$ cat src/i2cm_pkg.sv
// ----------------------------------------------------------------------------
// i2cm_pkg
// Shared types and constants for the I2C master byte sequencer.
// ----------------------------------------------------------------------------
package i2cm_pkg;

  // operation field codes
  localparam logic [2:0] OP_TICK  = 3'd0;
  localparam logic [2:0] OP_START = 3'd1;
  localparam logic [2:0] OP_STOP  = 3'd2;
  localparam logic [2:0] OP_WRITE = 3'd3;
  localparam logic [2:0] OP_READ  = 3'd4;

  localparam int unsigned OpW      = 3;
  localparam int unsigned ByteW    = 8;
  localparam int unsigned InDataW  = 16;
  localparam int unsigned OutDataW = 16;

  // phase counter: 0 idle, else tick number of the next tick beat
  localparam logic [4:0] PHASE_IDLE     = 5'd0;
  localparam logic [4:0] PHASE_FIRST    = 5'd1;
  localparam logic [4:0] PHASE_SHORT_END = 5'd2;
  localparam logic [4:0] PHASE_BITS_END = 5'd15;
  localparam logic [4:0] PHASE_ACK_SET  = 5'd16;
  localparam logic [4:0] PHASE_ACK_CLK  = 5'd17;
  localparam logic [4:0] PHASE_LONG_END = 5'd18;

  typedef enum logic [2:0] {
    KIND_TICK,
    KIND_START,
    KIND_STOP,
    KIND_WRITE,
    KIND_READ,
    KIND_NOP
  } kind_e;

  typedef struct packed {
    kind_e            kind;
    logic [ByteW-1:0] data;
    logic             send_ack;
    logic             sda_in;
  } item_t;

endpackage

$ cat src/i2c_master_byte_sequencer.sv
// A beat taken at the input is written into the queue, then popped into the registered output.
// Throughput: one beat per clock while the output is not stalled; the sequencer step is a registered update.
// The queue (FifoDepth entries) absorbs output stalls before input ready drops.
// Reset (rst_ni low, asynchronous): idle, SCL and SDA released, queue empty,
// read byte and ACK flag cleared.
// ----------------------------------------------------------------------------
// i2c_master_byte_sequencer
// I2C master line sequencer: start, stop, byte write and byte read commands
// stepped by half-period tick beats.
// ----------------------------------------------------------------------------
module i2c_master_byte_sequencer #(
  parameter int unsigned FifoDepth = 4
) (
  input  logic                          clk_i,
  input  logic                          rst_ni,
  input  logic                          s_axis_tvalid,
  output logic                          s_axis_tready,
  input  logic [i2cm_pkg::InDataW-1:0]  s_axis_tdata,  // data[7:0], send_ack, sda_in
  input  logic [i2cm_pkg::OpW-1:0]      s_axis_tuser,  // operation[2:0]
  output logic                          m_axis_tvalid,
  input  logic                          m_axis_tready,
  output logic [i2cm_pkg::OutDataW-1:0] m_axis_tdata   // scl, sda_drive, busy_res,
                                                       // done_res, rx_data[7:0], ack_seen
);
  import i2cm_pkg::*;

  logic  q_ready, q_push, q_valid, q_pop;
  item_t push_item, pop_item;

  i2cm_front u_front (
    .s_axis_tvalid (s_axis_tvalid),
    .s_axis_tready (s_axis_tready),
    .s_axis_tdata  (s_axis_tdata),
    .s_axis_tuser  (s_axis_tuser),
    .q_ready_i     (q_ready),
    .q_push_o      (q_push),
    .q_item_o      (push_item)
  );

  i2cm_fifo #(
    .Depth (FifoDepth)
  ) u_fifo (
    .clk_i       (clk_i),
    .rst_ni      (rst_ni),
    .push_i      (q_push),
    .push_item_i (push_item),
    .ready_o     (q_ready),
    .pop_i       (q_pop),
    .valid_o     (q_valid),
    .pop_item_o  (pop_item)
  );

  i2cm_back u_back (
    .clk_i         (clk_i),
    .rst_ni        (rst_ni),
    .in_valid_i    (q_valid),
    .in_item_i     (pop_item),
    .in_pop_o      (q_pop),
    .m_axis_tvalid (m_axis_tvalid),
    .m_axis_tready (m_axis_tready),
    .m_axis_tdata  (m_axis_tdata)
  );

`ifndef ASSERT_OFF
  a_done_not_busy: assert property (@(posedge clk_i) disable iff (!rst_ni)
    m_axis_tvalid && m_axis_tdata[3] |-> !m_axis_tdata[2])
    else $error("done result still reports busy");

  a_pop_has_data: assert property (@(posedge clk_i) disable iff (!rst_ni)
    q_pop |-> q_valid)
    else $error("sequencer popped an empty queue");

  a_queue_holds: assert property (@(posedge clk_i) disable iff (!rst_ni)
    q_valid && !q_pop |=> q_valid)
    else $error("queued beat lost without being popped");
`endif

endmodule

$ cat src/i2cm_front.sv
// ----------------------------------------------------------------------------
// i2cm_front
// Input side: takes beats from the slave port and decodes the operation.
// ----------------------------------------------------------------------------
module i2cm_front (
  input  logic                              s_axis_tvalid,
  output logic                              s_axis_tready,
  input  logic [i2cm_pkg::InDataW-1:0]      s_axis_tdata,  // data[7:0], send_ack, sda_in
  input  logic [i2cm_pkg::OpW-1:0]          s_axis_tuser,  // operation[2:0]
  input  logic                              q_ready_i,
  output logic                              q_push_o,
  output i2cm_pkg::item_t                   q_item_o
);
  import i2cm_pkg::*;

  kind_e kind;

  always_comb begin
    case (s_axis_tuser)
      OP_TICK:  kind = KIND_TICK;
      OP_START: kind = KIND_START;
      OP_STOP:  kind = KIND_STOP;
      OP_WRITE: kind = KIND_WRITE;
      OP_READ:  kind = KIND_READ;
      default:  kind = KIND_NOP;
    endcase
  end

  assign s_axis_tready      = q_ready_i;
  assign q_push_o           = s_axis_tvalid & q_ready_i;
  assign q_item_o.kind      = kind;
  assign q_item_o.data      = s_axis_tdata[ByteW-1:0];
  assign q_item_o.send_ack  = s_axis_tdata[ByteW];
  assign q_item_o.sda_in    = s_axis_tdata[ByteW+1];

endmodule

$ cat src/i2cm_fifo.sv
// ----------------------------------------------------------------------------
// i2cm_fifo
// Short queue of decoded beats between the front and the back.
// ----------------------------------------------------------------------------
module i2cm_fifo #(
  parameter int unsigned Depth = 4
) (
  input  logic            clk_i,
  input  logic            rst_ni,
  input  logic            push_i,
  input  i2cm_pkg::item_t push_item_i,
  output logic            ready_o,
  input  logic            pop_i,
  output logic            valid_o,
  output i2cm_pkg::item_t pop_item_o
);
  import i2cm_pkg::*;

  localparam int unsigned PtrW = (Depth > 1) ? $clog2(Depth) : 1;
  localparam int unsigned CntW = $clog2(Depth + 1);
  localparam logic [PtrW-1:0] LastPtr = PtrW'(Depth - 1);
  localparam logic [CntW-1:0] FullCnt = CntW'(Depth);

  item_t           mem_q [Depth];
  logic [PtrW-1:0] wr_ptr_q, wr_ptr_d;
  logic [PtrW-1:0] rd_ptr_q, rd_ptr_d;
  logic [CntW-1:0] count_q, count_d;
  logic            do_push, do_pop;

  assign ready_o    = (count_q != FullCnt);
  assign valid_o    = (count_q != '0);
  assign do_push    = push_i & ready_o;
  assign do_pop     = pop_i & valid_o;
  assign pop_item_o = mem_q[rd_ptr_q];

  always_comb begin
    wr_ptr_d = wr_ptr_q;
    rd_ptr_d = rd_ptr_q;
    count_d  = count_q;
    if (do_push) begin
      wr_ptr_d = (wr_ptr_q == LastPtr) ? '0 : wr_ptr_q + 1'b1;
    end
    if (do_pop) begin
      rd_ptr_d = (rd_ptr_q == LastPtr) ? '0 : rd_ptr_q + 1'b1;
    end
    if (do_push && !do_pop) begin
      count_d = count_q + 1'b1;
    end else if (do_pop && !do_push) begin
      count_d = count_q - 1'b1;
    end
  end

  always_ff @(posedge clk_i or negedge rst_ni) begin
    if (!rst_ni) begin
      wr_ptr_q <= '0;
      rd_ptr_q <= '0;
      count_q  <= '0;
    end else begin
      wr_ptr_q <= wr_ptr_d;
      rd_ptr_q <= rd_ptr_d;
      count_q  <= count_d;
    end
  end

  always_ff @(posedge clk_i) begin
    if (do_push) begin
      mem_q[wr_ptr_q] <= push_item_i;
    end
  end

endmodule

$ cat src/i2cm_back.sv
// ----------------------------------------------------------------------------
// i2cm_back
// Line sequencer: steps SCL/SDA per beat and registers one result per beat.
// ----------------------------------------------------------------------------
module i2cm_back (
  input  logic                          clk_i,
  input  logic                          rst_ni,
  input  logic                          in_valid_i,
  input  i2cm_pkg::item_t               in_item_i,
  output logic                          in_pop_o,
  output logic                          m_axis_tvalid,
  input  logic                          m_axis_tready,
  output logic [i2cm_pkg::OutDataW-1:0] m_axis_tdata
);
  import i2cm_pkg::*;

  logic [4:0]       phase_q, phase_d;
  kind_e            cmd_q, cmd_d;
  logic [ByteW-1:0] shift_q, shift_d;
  logic             scl_q, scl_d;
  logic             sda_q, sda_d;
  logic             ack_q, ack_d;
  logic             reply_q, reply_d;
  logic [ByteW-1:0] rx_q, rx_d;
  logic             done;
  logic             odd_bit, even_bit, is_last;
  logic             m_valid_q;
  logic [OutDataW-1:0] m_data_q;

  assign in_pop_o = in_valid_i & (~m_valid_q | m_axis_tready);

  assign odd_bit  = phase_q[0] && (phase_q <= PHASE_BITS_END);
  assign even_bit = !phase_q[0] && (phase_q < PHASE_ACK_SET);
  assign is_last  = (cmd_q == KIND_START || cmd_q == KIND_STOP) ?
                    (phase_q >= PHASE_SHORT_END) : (phase_q >= PHASE_LONG_END);

  always_comb begin
    phase_d = phase_q;
    cmd_d   = cmd_q;
    shift_d = shift_q;
    scl_d   = scl_q;
    sda_d   = sda_q;
    ack_d   = ack_q;
    reply_d = reply_q;
    rx_d    = rx_q;
    done    = 1'b0;
    if (phase_q == PHASE_IDLE) begin
      if (in_item_i.kind inside {KIND_START, KIND_STOP, KIND_WRITE, KIND_READ}) begin
        cmd_d   = in_item_i.kind;
        phase_d = PHASE_FIRST;
        scl_d   = 1'b1;
        case (in_item_i.kind)
          KIND_START: sda_d = 1'b1;
          KIND_STOP:  sda_d = 1'b0;
          KIND_WRITE: begin
            shift_d = in_item_i.data;
            sda_d   = in_item_i.data[ByteW-1];
          end
          default: begin
            shift_d = '0;
            reply_d = in_item_i.send_ack;
            sda_d   = 1'b1;
          end
        endcase
      end
    end else if (in_item_i.kind == KIND_TICK) begin
      case (cmd_q)
        KIND_START: begin
          if (phase_q == PHASE_FIRST) sda_d = 1'b0;
          else                        scl_d = 1'b0;
        end
        KIND_STOP: begin
          if (phase_q == PHASE_FIRST) sda_d = 1'b1;
        end
        KIND_WRITE: begin
          if (odd_bit) begin
            scl_d = 1'b0;
          end else if (even_bit) begin
            shift_d = {shift_q[ByteW-2:0], 1'b0};
            sda_d   = shift_q[ByteW-2];
            scl_d   = 1'b1;
          end else if (phase_q == PHASE_ACK_SET) begin
            sda_d = 1'b1;
            scl_d = 1'b1;
          end else if (phase_q == PHASE_ACK_CLK) begin
            ack_d = ~in_item_i.sda_in;
            scl_d = 1'b0;
          end
        end
        default: begin
          if (odd_bit) begin
            shift_d = {shift_q[ByteW-2:0], in_item_i.sda_in};
            scl_d   = 1'b0;
          end else if (even_bit) begin
            scl_d = 1'b1;
          end else if (phase_q == PHASE_ACK_SET) begin
            sda_d = ~reply_q;
            scl_d = 1'b1;
          end else if (phase_q == PHASE_ACK_CLK) begin
            scl_d = 1'b0;
          end else begin
            sda_d = 1'b1;
            rx_d  = shift_q;
          end
        end
      endcase
      if (is_last) begin
        done    = 1'b1;
        phase_d = PHASE_IDLE;
      end else begin
        phase_d = phase_q + 1'b1;
      end
    end
  end

  always_ff @(posedge clk_i or negedge rst_ni) begin
    if (!rst_ni) begin
      phase_q   <= PHASE_IDLE;
      cmd_q     <= KIND_TICK;
      shift_q   <= '0;
      scl_q     <= 1'b1;
      sda_q     <= 1'b1;
      ack_q     <= 1'b0;
      reply_q   <= 1'b0;
      rx_q      <= '0;
      m_valid_q <= 1'b0;
    end else begin
      if (in_pop_o) begin
        phase_q   <= phase_d;
        cmd_q     <= cmd_d;
        shift_q   <= shift_d;
        scl_q     <= scl_d;
        sda_q     <= sda_d;
        ack_q     <= ack_d;
        reply_q   <= reply_d;
        rx_q      <= rx_d;
        m_valid_q <= 1'b1;
      end else if (m_axis_tready) begin
        m_valid_q <= 1'b0;
      end
    end
  end

  always_ff @(posedge clk_i) begin
    if (in_pop_o) begin
      m_data_q <= {3'b000, ack_d, rx_d, done, (phase_d != PHASE_IDLE), sda_d, scl_d};
    end
  end

  assign m_axis_tvalid = m_valid_q;
  assign m_axis_tdata  = m_data_q;

endmodule

$ cat config.mk
export PLATFORM = sky130hd
export DESIGN_NAME = i2c_master_byte_sequencer
export DESIGN_NICKNAME = d
export VERILOG_FILES = /design/src/i2cm_pkg.sv /design/src/i2c_master_byte_sequencer.sv /design/src/i2cm_front.sv /design/src/i2cm_fifo.sv /design/src/i2cm_back.sv
export SDC_FILE = /design/constraint.sdc
export NUM_CORES = 1
export LEC_CHECK = 0
export BUFFER_PORTS_ARGS = -buffer_cell sky130_fd_sc_hd__buf_2
export CELL_PAD_IN_SITES_DETAIL_PLACEMENT = 1
export CELL_PAD_IN_SITES_GLOBAL_PLACEMENT = 2
export CORE_MARGIN = 8
export CORE_UTILIZATION = 42
export DETAILED_ROUTE_END_ITERATION = 10
export PLACE_DENSITY_LB_ADDON = 0.1
export SYNTH_ARGS = -nofsm -noshare
export SYNTH_HDL_FRONTEND = slang
export SYNTH_HIERARCHICAL = 1
export SYNTH_SLANG_ARGS = --single-unit
$ cat constraint.sdc
create_clock -name clk_i -period 3.6 [get_ports clk_i]
set_clock_uncertainty 0.1 [all_clocks]
set_input_delay 0.72 -clock clk_i [delete_from_list [all_inputs] [get_ports clk_i]]
set_output_delay 0.72 -clock clk_i [all_outputs]
set_load 0.02 [all_outputs]
---- Word level (Yosys, flattened, before mapping) ----
Memory sizes are Yosys's and may differ from the RTL's.
Cells that the tools add are included.
storage, ports and cells
  flip-flop bits (word level) ............. 49
  latch bits .............................. 0
  RAM bits ................................ 52
  ROM bits ................................ 0
  output and inout bits ................... 18
  memories kept ........................... 1
operators by class
  add/sub/neg operators ................... 5
  multipliers ............................. 0
  divide/modulo/power cells ............... 0
  magnitude comparators ................... 4
  eq/ne operators ......................... 22
  shift operators ......................... 0
  mux-type cells .......................... 60
  bitwise logic cells ..................... 10
  reduce and logical (&&, ||, !) cells .... 26
memories
  memory        depth  bits a word  rd ports  clocked after Yosys merged registers in  wr ports  line             source
  u_fifo.mem_q  4      13           1         0                                        1         i2cm_fifo.sv:24  item_t mem_q [Depth];
operators by type and width
  cell                 number
  $mux 8               13
  $mux 1               33
  $pmux 8 s2           2
  $mux 5               4
  $eq 3x2->1 const B   6
  $pmux 3 s5           1
  $eq 5x5->1 const B   2
  $eq 3x1->1 const B   3
  $reduce_and 8->1     1
  $eq 3x3->1 const B   2
  $logic_not 3->1      2
  $mux 3               2
  $ne 3x3->1 const B   2
  $reduce_bool 2->1    3
  $reduce_bool 3->1    2
  $reduce_or 2->1      3
  $reduce_or 3->1      2
  $add 5x1->5 const B  1
  $eq 5x1->1 const B   1
  $ge 5x2->1 const B   1
  $ge 5x5->1 const B   1
  $le 5x4->1 const B   1
  $logic_not 5->1      1
  $lt 5x5->1 const B   1
  20 further kinds     37

---- Logic depth before layout (Yosys ltp) ----
Gate-level depths: netlist of the first run.
An unclocked memory read counts as a cell.
  depth in word-level cells ............... 9
  depth in mapped cells ................... 10
  depth with buffers taken out ............ 10

---- Modules after synthesis ----
Netlist of the first run, hierarchy kept.
modules (own cells, without submodules)
  module      instances  cells an instance  area each (µm²)  sequential area each (µm²)
  i2cm_back   1          247                2593.7           1118.6
  i2cm_fifo   1          104                2316.0           1736.7
  i2cm_front  1          15                 106.4            0.0

---- Worst setup path before layout of the first run ----
Ideal clock, no wire load.
  path kind ............................... register to register
  start point ............................. reg u_fifo.rd_ptr_q[0]
  end point ............................... reg u_back.rx_q[0]
  setup time .............................. 0.128 ns
  arrival ................................. 2.767 ns
  required time ........................... 3.372 ns
  setup slack ............................. 0.605 ns
  cell stages (with the launch flop) ...... 10
  buffers on the path ..................... 3
  path through ............................ dfrtp_1 -> buf_2 -> buf_4 -> mux4_2 -> or3_4 -> nor2_2 -> nand4_2 -> nand2b_1 -> buf_2 -> mux2_1
RTL lines
  item                    line              source
  from (decl)             i2cm_fifo.sv:26   logic [PtrW-1:0] rd_ptr_q, rd_ptr_d;
  from (signal assigned)  i2cm_fifo.sv:60   rd_ptr_q <= rd_ptr_d;
  to (signal assigned)    i2cm_back.sv:136  rx_q <= rx_d;
  to (decl)               i2cm_back.sv:24   logic [ByteW-1:0] rx_q, rx_d;

==> results of run 1 <==
[worst max-delay path: cells and delay by family (launching register included)]
family / cells / cell delay (ns)
AND/OR/NAND/NOR: 4 / 1.34
multiplexers: 2 / 0.94
flip-flops: 1 / 0.46
buffers and inverters: 1 / 0.23
[layout make-up]
cell class | instances | share of cell area [%]
flip-flops and latches | 101 | 51.3
multi-input cells | 223 | 34.6
clock buffers | 9 | 4.04
repair buffers | 39 | 3.86
well taps | 147 | 3.30
clock inverters | 7 | 2.29
inverters | 9 | 0.607
[power groups by stage]
stage | registers [W] | clock network, W | logic [W]
after floorplan | 0.00175 | 0 | 0.00133
after global placement | 0.00179 | 0 | 0.00173
after detailed placement | 0.00180 | 0 | 0.00176
after CTS | 0.00178 | 0.00118 | 0.00177
after global routing | 0.00182 | 0.00121 | 0.00191
final | 0.00178 | 0.00114 | 0.00174
[cells by family after synthesis]
kind of cell,count (synthesis),synth area share [%]
AO/OA/AOI/OAI,64,9.33
adder cells (fa/ha/maj),11,2.89
AND/OR/NAND/NOR,92,10.6
multiplexers,48,14.4
buffers and inverters,44,4.91
XOR/XNOR,5,0.873
other,1,0.0748
flip-flops,101,56.9
[worst min path at each step]
stage                      startpoint                end  slack [ns]  depth (start not counted)
global placement    u_fifo/count_q[2]  u_fifo/count_q[2]        0.37                          1
detailed placement  u_fifo/count_q[2]  u_fifo/count_q[2]        0.37                          1
global route           u_back/rx_q[5]     u_back/rx_q[5]        0.41                          1
floorplan                      rst_ni       u_back/ack_q        0.32                          0
finish              u_fifo/count_q[2]  u_fifo/count_q[2]        0.38                          1
CTS                 u_fifo/count_q[2]  u_fifo/count_q[2]        0.39                          1
[routing by layer]
layer	part of all wire, %	routed length [um]	vias up	GRT usage [%]
li1	-	-	1397	-
met1	45	4760	1482	16.9
met2	49	5170	42	23.3
met3	3.6	381	15	4.42
met4	2.2	232	0	6.09
met5	0	0	-	0
[state kept, by name, indices dropped and copies added, names as in the netlist]
name and count:
u_back/ack_q 1, u_back/cmd_q 3, u_back/m_axis_tdata 13, u_back/m_axis_tvalid 1
u_back/phase_q 5, u_back/reply_q 1, u_back/rx_q 8, u_back/scl_q 1
u_back/sda_q 1, u_back/shift_q 8, u_fifo/count_q 3, u_fifo/mem_q 52
u_fifo/rd_ptr_q 2, u_fifo/wr_ptr_q 2
[synth_stat cells, types with 8 or more instances]
cell type,number
edfxtp_1,65
dfrtp_1,34
nor2_1,18
nand2_1,17
buf_4,16
mux2_2,16
mux4_2,13
o21ai_0,13
clkbuf_1,11
a21oi_1,10
ha_1,10
mux2_4,10
nor3_1,10
inv_1,9
a22o_1,8
mux2_1,8
[through the flow]
step	hold slack (ns)	power [W]	instances	setup slack, ns
2_1_floorplan	0.324	0.00308	368	0.605
3_3_place_gp	0.366	0.00352	519	0.363
3_5_place_dp	0.372	0.00357	519	0.376
4_1_cts	0.386	0.00473	535	0.348
5_1_grt	0.411	0.00494	535	0.211
6_report	0.381	0.00466	535	0.401
==> results.md, run 1 <==
- Register area share after synthesis: 56.9%
- Final core utilization: 47.2%
- Die Area: 0.0157 mm2
- Internal: 0.00301 W
- Finished Cell Area: 0.00557 mm2
- Final WL: 10500 um
- Area Growth Syn to Fin: 11.0%
- Cell variety after synth: 66
- Gate power share: 37.4%
- Post-synth top flop: edfxtp_1
- CP Cell Sequence: buf_4, mux4_2, or3_4, nor2_2, nand4_2, nand2b_1, mux2_1
- DRT antenna net count: 0
- Detailed placement HPWL: 7580 um
- Max Freq: 313 MHz
- Vias in the first global route: 3098
- Max-slew violation count: 0
- Fin crit period: 3.20 ns
- Commonest non-fill, non-tap cell in the layout: edfxtp_1
- Area of the multi-input gates: 0.00193 mm2
- Critical path's slowest cell: mux4_2
- WL/cell: 19.7 um
- Post_cts resized: 0
- Worst rel slew slack: 41.0%
- Grt total ovfl: 0
- Largest net degree at the start of global routing: 37
- Final Hold Viols: 0
- Initial antenna violation count: 0
- Via density: 5.49
- TritonCTS Buffers: 9
- Storage element area: 0.00286 mm2
- RSZ-0062 raised after global routing: false
- Worst Path Arrival: 3.33 ns
- Crit path from: u_fifo/rd_ptr_q[0]
- Antenna Cells: 0
- CTS tree: yes
- Reg2reg setup slack: 0.40 ns
- Post-placement cell area: 0.00522 mm2
- Share of layout cells above drive strength 1: 30.2%
- RR Startpoint: u_fifo/rd_ptr_q[0]
- Worst-Skew Late Latency: 0.35 ns
- DR pass1 iterations: 4
- Initial DRC count: 137
- Die H: 125 um
- Setup_tns: 0 ns
- CTS H-tree depth: 3
- Starting density of the core: 42.5%
- Filler instances: 1197
- Sw Ratio: 35.5%
- R2R Path End: u_back/rx_q[6]
- Routed vias: 2936
- # nets final: 417
- Clock slew at the register clock pins of the worst setup and hold paths: 0.07 ns
- DRC Markers: 0
- Synth top area cells: edfxtp_1, dfrtp_1, mux4_2
- Sw Pwr: 0.00166 W
- Crit start category: register
- GPL Wtd Cong: 0.794
- Clock network power share: 24.5%
- Static leakage: 2.20 nW
- FF+latch count, synth: 101
- Max stage delay on crit path: 0.55 ns
- Hold Path Class: reg -> reg
- Yosys warnings: 6
- R2r worst-path depth: 7
- All-Layer GR Usage: 14.2%
- Critical Path End Type: register
- Post-CTS Setup Bufs: 0
- Final Cycle Share: 88.9%
- Post-synth EDFFs: 65
- Root Driver: clkbuf_16
- Ys async rst share: 35.6%
- CP Capture Point: u_back/rx_q[6]
- Cell Area, Synth: 0.00502 mm2
- Area fraction of the dominant cell type after synthesis: 38.9%
- Worst vdd ir: 0.000519 V
- IO Port Bufs: 31
- Maximum Capacitance Violations: 0
- Most frequent cells in the layout: edfxtp_1, dfrtp_1, buf_2, nor2_1, nand2_1
- Register share of total power: 38.2%
- Clock Tree Buf Depth: 2
- Hold-fix buffers at CTS: 0
- Average size of a mapped cell: 13.7 um2
- Final setup fails: 0
- Mapped Cells: 366
- PD cells: 837 mW/mm2
- Worst-path fanout max: 9
- Die width: 125 um
- Row count: 40
- Required @ worst endpoint: 3.73 ns
- Core box area: 0.0118 mm2
- CP Class: reg -> reg
- First-pass GRT wire length: 17100 um
- Cell taking the most area after synthesis: edfxtp_1
- Number of I/O pins: 41
- CTS sink cnt: 101
- Status: complete, no violations
- Measured slew at the worst slew-check pin: 0.886 ns
Power figures use the tool's default switching activity.
==> run 2: changes to the inputs <==
--- a/config.mk
+++ b/config.mk
@@ -9,8 +9,9 @@
 export CELL_PAD_IN_SITES_DETAIL_PLACEMENT = 1
 export CELL_PAD_IN_SITES_GLOBAL_PLACEMENT = 2
 export CORE_MARGIN = 8
-export CORE_UTILIZATION = 42
+export CORE_UTILIZATION = 46
 export DETAILED_ROUTE_END_ITERATION = 10
+export GPL_TIMING_DRIVEN = 0
 export PLACE_DENSITY_LB_ADDON = 0.1
 export SYNTH_ARGS = -nofsm -noshare
 export SYNTH_HDL_FRONTEND = slang
==> constraint.sdc (replaced) <==
create_clock -name clk_i -period 3.7 [get_ports clk_i]
set_clock_uncertainty 0.1 [all_clocks]
set_input_delay 0.74 -clock clk_i [delete_from_list [all_inputs] [get_ports clk_i]]
set_output_delay 0.74 -clock clk_i [all_outputs]
set_load 0.02 [all_outputs]
==> run 2 against run 1 <==
Effect of this change: non-clock buffer count up 17; flip-flop and latch count did not move; clock power decreased by 36%; wire length is 2.0% higher; cell count increased by 2.1%; first-iteration DRC count increased by 3.6%; worst setup slack lost 0.13 ns; global-route usage increased by 1.8 points; count of clock-buffer cells in the layout stayed put; sequential power down 6%; highest routed layer unchanged.
==> results.md, run 2 (same netlist as run 1, synthesis figures left out) <==
- TritonCTS Buffers: 9 (unchanged)
- Critical Path End Type: register
- CP Cell Sequence: buf_2, buf_4, mux4_2, or3_4, nor2_2, nand4_2, nand2b_1, buf_2, mux2_1
- Largest Register: u_fifo/mem_q
- Final setup fails: 0 (unchanged)
- Antenna Cells: 0 (unchanged)
- DRC Markers: 0 (unchanged)
- Max reg flops: 52 (unchanged)
- RR Startpoint: u_fifo/rd_ptr_q[0]
- Via density: 5.49 (about the same)
- Grt total ovfl: 0 (unchanged)
- First-pass GRT wire length: 17900 um (+4.6%)
- Routed vias: 2997 (+2.1%)
- Die Area: 0.0145 mm2 (-7.6%)
- GPL Wtd Cong: 0.840 (+5.7%)
- Core box area: 0.0107 mm2 (-9.0%)
- Largest net degree at the start of global routing: 37 (unchanged)
- Final Non-Filler Cells: 546 (+2.1%)
- Critical path's slowest cell: mux4_2
- DR pass1 iterations: 4 (unchanged)
- Clock network power share: 17.4% (-7.1 points)
- Initial DRC count: 142 (+3.6%)
- Register share of total power: 40.0% (+1.8 points)
- Crit start category: register
- Reg2reg setup slack: 0.27 ns (-0.13 ns)
- Min Hold Slack: 0.358 ns (-0.0230 ns)
- Worst Path Arrival: 3.60 ns (+0.27 ns)
- WL/cell: 19.7 um (about the same)
- All-Layer GR Usage: 16.0% (+1.8 points)
- Max stage delay on crit path: 0.59 ns (+0.04 ns)
- IO Port Bufs: 21 (-32%)
- Worst-path fanout max: 10 (+1)
- # nets final: 435 (+4.3%)
- Commonest non-fill, non-tap cell in the layout: edfxtp_1
- CTS tree: yes
- Starting density of the core: 46.7% (+4.2 points)
- Vias in the first global route: 3281 (+5.9%)
- CP delay by family, top: simple AND/OR/NAND/NOR gates
- Area Growth Syn to Fin: 10.0%
- Initial antenna violation count: 0 (unchanged)
- Hold Path Class: in -> async
- PD cells: 760 mW/mm2 (-9.2%)
- Most frequent cells in the layout: edfxtp_1, dfrtp_1, buf_2, nor2_1, nand2_1
- Measured slew at the worst slew-check pin: 0.857 ns (-0.0286 ns)
- Final Hold Viols: 0 (unchanged)
- Worst rel slew slack: 42.9% (+1.9 points)
- Max Freq: 291 MHz (-6.8%)
- Worst-Skew Late Latency: 0.38 ns (+0.03 ns)
- Row count: 38 (-5.0%)
- DRT antenna net count: 0 (unchanged)
- Number of I/O pins: 41 (unchanged)
- Status: complete, no violations
- Final Cycle Share: 92.8% (+3.9 points)
- Gate power share: 42.7% (+5.3 points)
- CTS sink cnt: 101 (unchanged)
- Final WL: 10800 um (+2.0%)
- Detailed placement HPWL: 7670 um (+1.1%)
- CP bufs+invs: 3 (+2)
- Internal: 0.00259 W (-14%)
- Share of layout cells above drive strength 1: 30.3% (+0.14 points)
- CP Class: reg -> reg
- Required @ worst endpoint: 3.86 ns (+0.13 ns)
- Clock slew at the register clock pins of the worst setup and hold paths: 0.10 ns (+0.03 ns)
- Static leakage: 2.17 nW (-1.2%)
- CTS H-tree depth: 3 (unchanged)
- Maximum Capacitance Violations: 0 (unchanged)
- Setup_tns: 0 ns (unchanged)
- Hold-fix buffers at CTS: 0 (unchanged)
- Die H: 120 um (-3.9%)
- Sw Ratio: 38.3% (+2.8 points)
- Worst vdd ir: 0.000410 V (-21%)
- Fin crit period: 3.43 ns (+0.235 ns)
- Placed insts: 529 (+1.9%)
- Clock Tree Buf Depth: 2 (unchanged)
- RSZ-0062 raised after global routing: false
- Top cell by count, worst path: buf_2
- Sw Pwr: 0.00160 W (-3.1%)
- Root Driver: clkbuf_8
- Crit path from: u_fifo/rd_ptr_q[0]
- Die width: 120 um (-3.9%)
- Max-slew violation count: 0 (unchanged)
## run 2: cell count changes in the layout (fill, tap and decap cells not counted), sizes merged
| cell | change |
|---|---|
| buf | +6 |
| bufinv | -2 |
| clkbuf | +11 |
| clkinv | +3 |
| clkinvlp | +2 |
| inv | -2 |
## run 2: worst register-to-register path: cells and delay by family, from the launching register on
kind                   cells  cell delay, ns
buffers and inverters      3            0.72
DFF                        1            0.38
muxes                      2            0.93
and+or+nand+nor            4            1.18
## run 2: final cells by class
class,instances,area [um2]
Clock buffer,9,124
Inverter,9,37.5
Timing Repair Buffer,21,105
Sequential cell,101,2860
Multi-Input combinational cell,223,1920
Timing Repair inverter,1,5.00
Tap cell,140,175
Fill cell,1126,5230
Clock inverter,7,81.3
Buffer,35,213
## run 2: worst paths after layout
kind                                          end  depth (start not counted)
worst min-delay path            u_back/phase_q[0]                          1
worst max register to register     u_back/rx_q[5]                          9
max in group asynchronous          u_back/rx_q[3]                          1
min in group clk_i                 u_back/rx_q[2]                          1
worst max-delay path               u_back/rx_q[5]                          9
worst min register to register     u_back/rx_q[2]                          1
## run 2: timing repair
| item | CTS | global route |
|---|---|---|
| buffers inserted | 0 | 0 |
| setup endpoints to repair | 0 | 1 |
| resized for setup | 0 | 1 |
## run 2: through the flow
stage	area, um2	power, W	setup slack, ns	utilization (%)
floorplan	5020	0.00299	0.705	-
global placement	5300	0.00344	0.207	49.4
detailed placement	5300	0.00349	0.149	49.4
CTS	5510	0.00423	0.173	51.3
global route	5520	0.00449	0.0595	51.4
finish	5520	0.00419	0.266	51.4
## run 2: power groups by stage
stage	Sequential (W)	Clock, W	Combinational [W]
after detailed placement	0.00170	0	0.00179
after global placement	0.00168	0	0.00176
after CTS	0.00168	0.000761	0.00180
final	0.00168	0.000728	0.00179
after global routing	0.00171	0.000789	0.00199
after floorplan	0.00170	0	0.00129
## run 2: routing by layer
layer | part of all wire [%] | vias to the layer above | track usage (%)
met2 | 49 | 45 | 25.8
met1 | 46 | 1511 | 20.2
met4 | 1.3 | 0 | 5.15
li1 | - | 1431 | -
met3 | 4.0 | 10 | 4.71
met5 | 0 | - | 0
